## config.mk

```make
export PLATFORM = sky130hd
export DESIGN_NAME = stt_ring_rem
export DESIGN_NICKNAME = d
export VERILOG_FILES = /design/src/rtl/stt_ring_pkg.sv /design/src/rtl/stt_ring_rem.sv
export SDC_FILE = /design/constraint.sdc
export NUM_CORES = 1
export LEC_CHECK = 0
export BUFFER_PORTS_ARGS = -buffer_cell sky130_fd_sc_hd__buf_2
export CORE_MARGIN = 2
export CORE_UTILIZATION = 40
export CTS_CLUSTER_DIAMETER = 200
export DETAILED_ROUTE_END_ITERATION = 10
export PLACE_DENSITY_LB_ADDON = 0.25
export SYNTH_ARGS = -nofsm -noshare
export SYNTH_HDL_FRONTEND = slang
export SYNTH_SLANG_ARGS = --single-unit
```

## constraint.sdc

```tcl
create_clock -name clock -period 7.6 [get_ports clock]
set_input_delay 0.38 -clock clock [delete_from_list [all_inputs] [get_ports clock]]
set_output_delay 0.38 -clock clock [all_outputs]
set_load 0.005 [all_outputs]
```

## src/rtl/stt_ring_pkg.sv

```systemverilog
`default_nettype none
package stt_ring_pkg;

   localparam int SLOTS_MAX_DEF = 1024;
   localparam int CAP_W = 11;
   localparam int SEQ_W = 64;
   localparam int BODY_W = 64;
   localparam int REQ_W = 3;
   localparam logic [CAP_W-1:0] CAP_RESET = 11'd1024;

   typedef enum logic [REQ_W-1:0] {
      REQ_EMIT    = 3'd0,
      REQ_READ    = 3'd1,
      REQ_OLDEST  = 3'd2,
      REQ_GAP     = 3'd3,
      REQ_RESTORE = 3'd4
   } req_code_type;

   typedef enum logic [3:0] {
      ST_IDLE,
      ST_DIV,
      ST_RD,
      ST_RDWAIT,
      ST_CHECK,
      ST_CLEAR,
      ST_DONE
   } state_type;

   // Request to the remainder unit and its answer.
   typedef struct packed {
      logic             go;
      logic [SEQ_W-1:0] dividend;
      logic [CAP_W-1:0] divisor;
   } rem_req_type;

   typedef struct packed {
      logic             done;
      logic [CAP_W-1:0] rem;
   } rem_rsp_type;

endpackage
`default_nettype wire

```

## src/rtl/stt_ring_rem.sv

```systemverilog
`default_nettype none
// Restoring remainder, one quotient bit per cycle.
module stt_ring_rem (
   input  wire logic                      clock,
   input  wire logic                      reset,
   input  wire stt_ring_pkg::rem_req_type rem_req,
   output      stt_ring_pkg::rem_rsp_type rem_rsp
);
   localparam int SW = stt_ring_pkg::SEQ_W;
   localparam int CW = stt_ring_pkg::CAP_W;

   logic [SW-1:0] shift_ff, shift_in;
   logic [CW:0]   part_ff, part_in;
   logic [CW-1:0] div_ff, div_in;
   logic [6:0]    cnt_ff, cnt_in;
   logic          busy_ff, busy_in;
   logic          done_ff, done_in;
   logic [CW:0]   trial;

   // One shift-subtract step per cycle.
   always_comb begin
      shift_in = shift_ff;
      part_in  = part_ff;
      div_in   = div_ff;
      cnt_in   = cnt_ff;
      busy_in  = busy_ff;
      done_in  = 1'b0;
      trial    = {part_ff[CW-1:0], shift_ff[SW-1]};
      if (rem_req.go) begin
         shift_in = rem_req.dividend;
         part_in  = '0;
         div_in   = rem_req.divisor;
         cnt_in   = 7'(SW);
         busy_in  = 1'b1;
      end else if (busy_ff) begin
         shift_in = {shift_ff[SW-2:0], 1'b0};
         if (trial >= {1'b0, div_ff}) begin
            part_in = trial - {1'b0, div_ff};
         end else begin
            part_in = trial;
         end
         cnt_in = cnt_ff - 7'd1;
         if (cnt_ff == 7'd1) begin
            busy_in = 1'b0;
            done_in = 1'b1;
         end
      end
   end

   always_ff @(posedge clock) begin
      if (reset) begin
         busy_ff <= 1'b0;
         done_ff <= 1'b0;
         cnt_ff  <= '0;
      end else begin
         busy_ff <= busy_in;
         done_ff <= done_in;
         cnt_ff  <= cnt_in;
      end
      shift_ff <= shift_in;
      part_ff  <= part_in;
      div_ff   <= div_in;
   end

   assign rem_rsp.done = done_ff;
   assign rem_rsp.rem  = part_ff[CW-1:0];
endmodule
`default_nettype wire

```

; Yosys cells after proc, flatten, opt, wreduce, memory -nomap -nowiden
; Index checks and enable logic that the tools add are counted.
[word_totals]
word_cells = 24
in_bits = 78
register_bits = 95
out_inout_bits = 12
[op_classes]
n_addsub = 2
eq_ne = 1
bitwise_logic = 1
mux = 9
reduce_logical = 3
order_cmp = 1
[ops]
columns = cell, n
row1 = 64-bit two-way mux, 2
row2 = 7-bit two-way mux, 2
row3 = 12-bit by 11-bit >= comparator with 1-bit output, 1
row4 = 11-bit two-way mux, 1
row5 = 11-bit subtractor, 1
row6 = "7-bit by 1-bit == test with 1-bit output, second input constant", 1
row7 = "7-bit by 1-bit subtractor with 7-bit output, second input constant", 1
row8 = 1-bit two-way mux, 4
row9 = 3-bit OR reduction, 1
row10 = 2-bit nonzero test, 1
row11 = 2-bit OR reduction, 1
row12 = 1-bit NOT, 1

; Depth between registers and ports, before layout
; Gate-level depths: netlist (run 1).
[logic_depth]
ltp_word = 4
ltp_mapped = 10
mapped_depth_nobuf = 9

; Worst setup path after synthesis (run 1)
; OpenSTA, ideal clock, no wires.
[synth_timing]
path_type = input-to-reg
startpoint = input rem_req[75] (netlist bit)
endpoint = register shift_ff[0], enable pin
required_time_ns = 7.182
setup_time_ns = 0.418
path_buffers = 2
slack_ns = 4.759
t_arrival_ns = 2.423
cell_stages = 4
cell_sequence = clkbuf_1 > clkbuf_1 > nor2_1 > inv_1
[synth_between]
elab_chain_cells = 1
[synth_rtl]
columns = item, line
row1 = from (decl), stt_ring_rem.sv:6  ; input wire stt_ring_pkg::rem_req_type rem_req,
row2 = 2-bit nonzero test (no source line), -
row3 = to (signal assigned), stt_ring_rem.sv:60  ; shift_ff <= shift_in;
row4 = to (decl), stt_ring_rem.sv:12  ; logic [SW-1:0] shift_ff, shift_in;
; No other way between the ends.
; A chain may end at the register's enable or synchronous reset.

; Final worst setup path (run 1)
[layout_timing]
startpoint = register shift_ff[63]
endpoint = register part_ff[6]
[layout_between]
elab_chain_cells = 2
word_cells_on_any_way = 3
cone_classes = add/sub: 1 / order compare: 1 / mux: 1
[layout_rtl]
columns = item, line
row1 = 11-bit subtractor / 12-bit by 11-bit >= comparator with 1-bit output (equally long branches), "stt_ring_rem.sv:38, stt_ring_rem.sv:37"
row2 = 11-bit two-way mux (*), stt_ring_rem.sv:37  ; if (trial >= {1'b0, div_ff}) begin
row3 = to (signal assigned), stt_ring_rem.sv:61  ; part_ff <= part_in;
row4 = to (decl), stt_ring_rem.sv:13  ; logic [CW:0] part_ff, part_in;
; Mark *: on every way between the ends. The rest lies on a longest branch, timed or not.

==> summary.md, run 1 <==
| Metric | Value |
|---|---|
| Outcome | completed |
| Max-cap violation count | 0 |
| EDFF count, synth | 75 |
| Vias in the first global route | 2,779 |
| Net Sw Frac | 25.3% |
| Post-synth top cells | edfxtp_1, mux2_2, nor2_1 |
| Fillers | 1,041 |
| Net Count, Synth | 422 |
| Fmax | 371 MHz |
| Routed len/inst | 14.7 um |
| H-tree depth | 3 |
| Dpl ws | 4840 ps |
| Fin Setup TNS | 0 ps |
| Sequential element share of the synthesized area | 59.8% |
| Post-synthesis compound-gate area fraction | 7.34% |
| Final WS setup | 4900 ps |
| Layout cell share with drive strength beyond 1 | 41.7% |
| CTS tree | done |
| Final wirelength | 8.31 mm |
| Crit path kind | flop to flop |
| Flops & latches, synth | 95 |
| Slew @ Worst Pin | 993 ps |
| Distinct cells, synth | 50 |
| Root buf cell | clkbuf_8 |
| Min Tclk post-route | 2700 ps |
| CP max stage delay | 410 ps |
| Die Ht | 109 um |
| Slowest CP cell | fa_1 |
| Clock transition at path regs | 100 ps |
| Placed cell count | 548 |
| Initial drt markers | 126 |
| Reg2reg end | part_ff[6] |
| Netlist Area Pre-Place | 4430 um2 |
| Syn avg cell area | 13.4 um2 |
| Hold Path End | div_ff[3] |
| Sequential share of power | 57.4% |
| First-pass GRT wire length | 13.5 mm |
| Grt ovf | 0 |
| DIE WIDTH | 109 um |
| Syn-to-layout area delta | 17.4% |
| Post-DP HPWL | 5.63 mm |
| Async set-reset flop share out of synthesis | 0% |
| CTS Sinks | 95 |
| Largest family of logic cells by synthesized area | multiplexers |
| Power Dens Cells | 212 nW/um2 |
| Critical path buffer and inverter count | 1 |
| Core box area | 10,800 um2 |
| Post-synth top area cell | edfxtp_1 |
| Final RePlAce weighted congestion | 0.863 |
| CP Cell Sequence | inv_1 > ha_1 > fa_1 > and2b_1 > o22ai_2 > a211o_1 > and2_4 > or3b_1 > a311oi_2 |
| CP delay by family, top | simple AND/OR/NAND/NOR gates |
| Pin count of the biggest net entering global routing | 84 |
| Max_slew headroom | 33.8% |
| Min-Delay Path Depth | 1 |
| # rows | 38 |
| Worst-Skew Late Latency | 370 ps |
| Buffers on Ports | 89 |
| XOR/XNOR Fraction of Synth Area | 1.98% |
| Maximum vdd drop | 0.131 mV |
| Max Root-Sink Buffers | 2 |
| CP Data Arrival Time | 2970 ps |
| Post-Synthesis Cells | 330 |
| # setup viols final | 0 |
| Initial Utilization | 40.9% |
| Io pins | 90 |
| Top cells by area, synth | edfxtp_1, mux2_2, dfxtp_1, ha_1, nor2_1 |
| Synth Area in Adders | 4.12% |
| Hold Startpoint | rem_req[3] |
| Post-synthesis simple-gate area fraction | 7.45% |
| Area of the die | 11,900 um2 |
| Via Count | 2,807 |
| Count leader, synth | edfxtp_1 |
| Post-CTS Setup Inserts | 0 |
| Cts hold-fix bufs | 0 |
| Power Internal | 0.823 mW |
| Drt drc | 0 |
| Clock power share | 30.1% |
| Critical Path Source Type | flop |
| Lkg Pwr | 2.10 nW |
| Total power | 1.10 mW |
| Worst reg-to-reg setup slack | 4900 ps |
| Tot GR Track Use | 15.0% |
| CP Max Fanout | 8 |
| Psw | 0.278 mW |
| Vias per inst | 4.98 |
| Final ANT Viol Nets | 0 |
| RSZ-0062 raised after global routing | false |
| Yosys warning count | 0 |
| Non-filler cells, final | 564 |
| Clock Skew | 14.9 ps |
| Reg2Reg Depth | 9 |
| Tcrit/Tclk final | 35.5% |
| Total clock buffers created by CTS | 9 |
| Max Slew Vio Count | 0 |
| Multiplexer share of the synthesized area | 16.5% |
| Post-cts repair resize count | 0 |
| Initial antenna violation count | 1 |
| Final Hold Fails | 0 |
| Reg2reg start | shift_ff[63] |
| Min-delay worst type | input port to flop |
| TritonRoute pass-1 iters | 4 |
| N_diodes | 0 |
| CP required | 7870 ps |
| Main synth FF type | edfxtp_1 |
| Top cell type's share of synthesized area | 50.8% |
| Final Util | 48.0% |
| Layout Nets | 511 |
| CP Capture Type | flop |
| Gate power share | 12.5% |
## routing by layer
metal	track usage (%)	part of all wire, %
met1	20.1	47
met4	5.88	1.8
met3	5.38	6.9
met2	22.0	45
met5	0	0
## cell type report
| class | instances | area [um2] | share of cell area (%) |
|---|---|---|---|
| flip-flops and latches | 95 | 2650 | 51.0 |
| well taps | 140 | 175 | 3.37 |
| multi-input cells | 205 | 1660 | 31.8 |
| clock buffers | 10 | 138 | 2.64 |
| repair buffers | 90 | 455 | 8.75 |
| inverters | 18 | 67.6 | 1.30 |
| clock inverters | 6 | 61.3 | 1.18 |
## how the worst max path moves through the flow
stage,start,cells after the start,slack [ps],end
after floorplan,rem_req[75],4,4760,shift_ff[0]
after global placement,rem_req[75],4,4840,shift_ff[54]
after detailed placement,rem_req[75],4,4840,shift_ff[53]
after CTS,shift_ff[63],9,4920,part_ff[6]
after global routing,shift_ff[63],9,4810,part_ff[6]
final,shift_ff[63],9,4900,part_ff[6]
## kinds of logic after synthesis
logic type / Yosys count
compound gates: 48
xor+xnor: 10
fa+ha+maj: 14
buf+inv: 30
flops: 95
mux: 65
simple gates: 68
## cell usage in the layout, fill, tap and decap left out, drive strengths merged, types with 4 or more instances in the layout
cell type,count
buf,90
edfxtp,75
mux2,63
nor2,21
inv,21
dfxtp,20
nand2,19
o21ai,15
ha,13
a21oi,11
clkbuf,10
nor3,6
xor2,6
xnor2,4
## flip-flops by register name (all words and copies together), names as in the netlist
name	count
cnt_ff	7
div_ff	11
busy_ff	1
done_ff	1
part_ff	11
shift_ff	64
## power by group through the flow
stage | combinational [mW] | clock (mW) | sequential, mW
after detailed placement | 0.138 | 0 | 0.645
final | 0.138 | 0.331 | 0.633
after global placement | 0.136 | 0 | 0.644
after CTS | 0.139 | 0.344 | 0.634
after floorplan | 0.0975 | 0 | 0.639
after global routing | 0.155 | 0.362 | 0.638
## through the flow
stage | instance area (um2) | hold WS [ps]
detailed placement | 5010 | 489
global placement | 5010 | 485
finish | 5200 | 185
global route | 5200 | 165
CTS | 5200 | 164
floorplan | 4430 | 452
No activity file was read; power rests on OpenSTA's default activity.
==> run 2: changes to the inputs <==
- clock period: 7.6 -> 2.5 ns (I/O delays scaled with it)
==> run 2 against run 1 <==
  * Clock skew is 3.0 ps lower
  * First-iteration DRC count decreased by 9.5%
  * Clock-buffer cell count is 1 higher
  * Global-route usage is 0.53 points higher
  * Final cell count increased by 3.7%
  * Sequential power rose to 3.0 times the previous value
  * Die area stayed put
  * Setup slack got worse by 4800 ps
  * Fmax increased by 13%
  * Critical endpoint unchanged
==> summary.md, run 2 (same netlist as run 1, synthesis figures left out) <==
| Metric | Value |
|---|---|
| Max reg flops | 64 (unchanged) |
| Max Root-Sink Buffers | 2 (unchanged) |
| Final wirelength | 8.64 mm (+3.9%) |
| DIE WIDTH | 109 um (unchanged) |
| Clock Skew | 11.9 ps (-2.96 ps) |
| Reg2reg start | div_ff[0] |
| # setup viols final | 0 (unchanged) |
| Worst reg-to-reg setup slack | 120 ps (-4790 ps) |
| Biggest register | shift_ff |
| CP max stage delay | 390 ps (-20 ps) |
| Drt drc | 0 (unchanged) |
| CTS tree | done |
| Non-filler cells, final | 585 (+3.7%) |
| Maximum vdd drop | 0.352 mV (+170%) |
| Post-DP HPWL | 6.06 mm (+7.7%) |
| Start point of the critical path | div_ff[0] |
| CP Max Fanout | 3 (-5) |
| CP Data Arrival Time | 2660 ps (-310 ps) |
| CTS Sinks | 95 (unchanged) |
| N_diodes | 0 (unchanged) |
| Pin count of the biggest net entering global routing | 32 (-62%) |
| Syn-to-layout area delta | 21.9% |
| DP Area | 5100 um2 (+1.9%) |
| Fillers | 997 (-4.2%) |
| Final Util | 49.9% (+1.8 points) |
| Initial antenna violation count | 0 (-1) |
| Placed cell count | 558 (+1.8%) |
| CP delay by family, top | simple AND/OR/NAND/NOR gates |
| Worst-Skew Late Latency | 360 ps (about the same) |
| Largest registers | shift_ff: 64 flops, div_ff: 11 flops, part_ff: 11 flops |
| Max_slew headroom | 69.0% (+35 points) |
| Max-cap violation count | 0 (unchanged) |
| Most frequent cells in the layout | buf_2, edfxtp_1, mux2_2, nor2_1, dfxtp_1 |
| CP Cell Sequence | ha_2 > fa_2 > and2b_1 > o22ai_2 > a211o_1 > and2_4 > or3b_1 > a311oi_2 |
| Vias in the first global route | 2,954 (+6.3%) |
| Buffers on Ports | 89 (unchanged) |
| Max Slew Vio Count | 0 (unchanged) |
| Power Dens Cells | 619 nW/um2 (+190%) |
| Area of the die | 11,900 um2 (unchanged) |
| Core box area | 10,800 um2 (unchanged) |
| Critical path buffer and inverter count | 0 (-1) |
| Slew @ Worst Pin | 461 ps (-532 ps) |
| Crit path kind | flop to flop |
| Fin Setup TNS | 0 ps (unchanged) |
| Finished Cell Area | 5400 um2 (+3.8%) |
| Io pins | 90 (unchanged) |
| CP Capture Type | flop |
| Tcrit/Tclk final | 95.2% (+60 points) |
| Initial drt markers | 114 (-9.5%) |
| Lkg Pwr | 2.19 nW (+4.2%) |
| Layout Nets | 533 (+4.3%) |
| Final Hold Fails | 0 (unchanged) |
| Clock transition at path regs | 90 ps (about the same) |
| Post-CTS Setup Inserts | 0 (unchanged) |
| Final RePlAce weighted congestion | 0.853 (-1.2%) |
| Initial Utilization | 40.9% (unchanged) |
| Grt ovf | 0 (unchanged) |
| Tot GR Track Use | 15.5% (+0.53 points) |
| Layout cell share with drive strength beyond 1 | 42.0% (+0.28 points) |
| Sequential cell area | 2650 um2 (unchanged) |
| Critical path depth in cells | 8 (-1) |
| Min Tclk post-route | 2380 ps (-315 ps) |
| Root buf cell | clkbuf_8 |
| Outcome | completed |
| H-tree depth | 3 (unchanged) |
| Min-delay worst type | input port to flop |
| Final ANT Viol Nets | 0 (unchanged) |
| TritonRoute pass-1 iters | 4 (unchanged) |
| Total clock buffers created by CTS | 9 (unchanged) |
| Multi-input logic area | 1660 um2 (+0.45%) |
| Via Count | 2,928 (+4.3%) |
| RSZ-0062 raised after global routing | false |
| CP required | 2780 ps (-5090 ps) |
| First-pass GRT wire length | 14.0 mm (+4.3%) |
| Reg2Reg Depth | 8 (-1) |
| # rows | 38 (unchanged) |
| Fmax | 420 MHz (+13%) |
| Critical Path End | part_ff[6] |
| Vias per inst | 5.01 (+0.57%) |
| Reg2reg end | part_ff[6] |
| Most common cell after layout, fill and taps aside | buf_2 |
| Routed len/inst | 14.8 um (+0.20%) |
| WHS | 53.9 ps (-131 ps) |
| Critical Path Source Type | flop |
| Slowest CP cell | edfxtp_1 |
| Die Ht | 109 um (unchanged) |
run 2: changes by cell type in the layout (fill, tap and decap cells not counted), moves of 2 or more:
| cell | before | now |
|---|---|---|
| clkbuf_1 | 0 | 2 |
| buf_4 | 2 | 11 |
| clkinv_2 | 0 | 2 |
| inv_6 | 2 | 0 |
| dlygate4sd3_1 | 0 | 12 |
run 2: layer usage:
layer	global-route usage (%)	wire length, um	vias up
met4	7.69	210	0
met2	23.9	3770	93
met5	0	0	-
met3	4.90	658	18
met1	19.6	4000	1371
li1	-	-	1446
run 2: worst min path at each step:
stage                            from            to  cells after the start
after floorplan                 reset       busy_ff                      1
after global placement     rem_req[9]     div_ff[9]                      1
after detailed placement   rem_req[3]     div_ff[3]                      1
after CTS                 rem_req[11]   shift_ff[0]                      2
after global routing      rem_req[64]  shift_ff[53]                      2
final                     rem_req[11]   shift_ff[0]                      2
run 2: worst reg2reg max path: stages, from the launching register on:
cell,delay [ps]
edfxtp_1,390
ha_2,200
fa_2,360
and2b_1,230
o22ai_2,90
a211o_1,320
and2_4,150
or3b_1,360
a311oi_2,220
run 2: power by group:
group	total (mW)	internal, mW	switching [mW]	leakage [nW]
Clock	0.969	0.455	0.515	0.0892
Sequential	1.92	1.87	0.0480	0.914
Combinational	0.453	0.241	0.212	1.19
Total	3.34	2.57	0.775	2.19
run 2: repair_timing:
item | 4_1_cts | 5_1_grt
endpoints found under the setup margin | 0 | 6
endpoints found under the hold margin | 13 | 0
gates resized for setup | 0 | 1
hold buffers | 12 | 0
run 2: area by class of cell:
| class | count | area share, % |
|---|---|---|
| multi-input cells | 205 | 30.8 |
| well taps | 140 | 3.24 |
| repair buffers | 112 | 12.3 |
| inverters | 18 | 1.32 |
| flip-flops and latches | 95 | 49.1 |
| clock inverters | 4 | 0.880 |
| clock buffers | 11 | 2.43 |
run 2: metrics by stage:
stage | power [mW] | setup slack, ps
2_1_floorplan | 2.24 | 6.17
3_3_place_gp | 2.39 | 139
3_5_place_dp | 2.40 | 106
4_1_cts | 3.38 | 92.0
5_1_grt | 3.51 | 0.890
6_report | 3.34 | 119
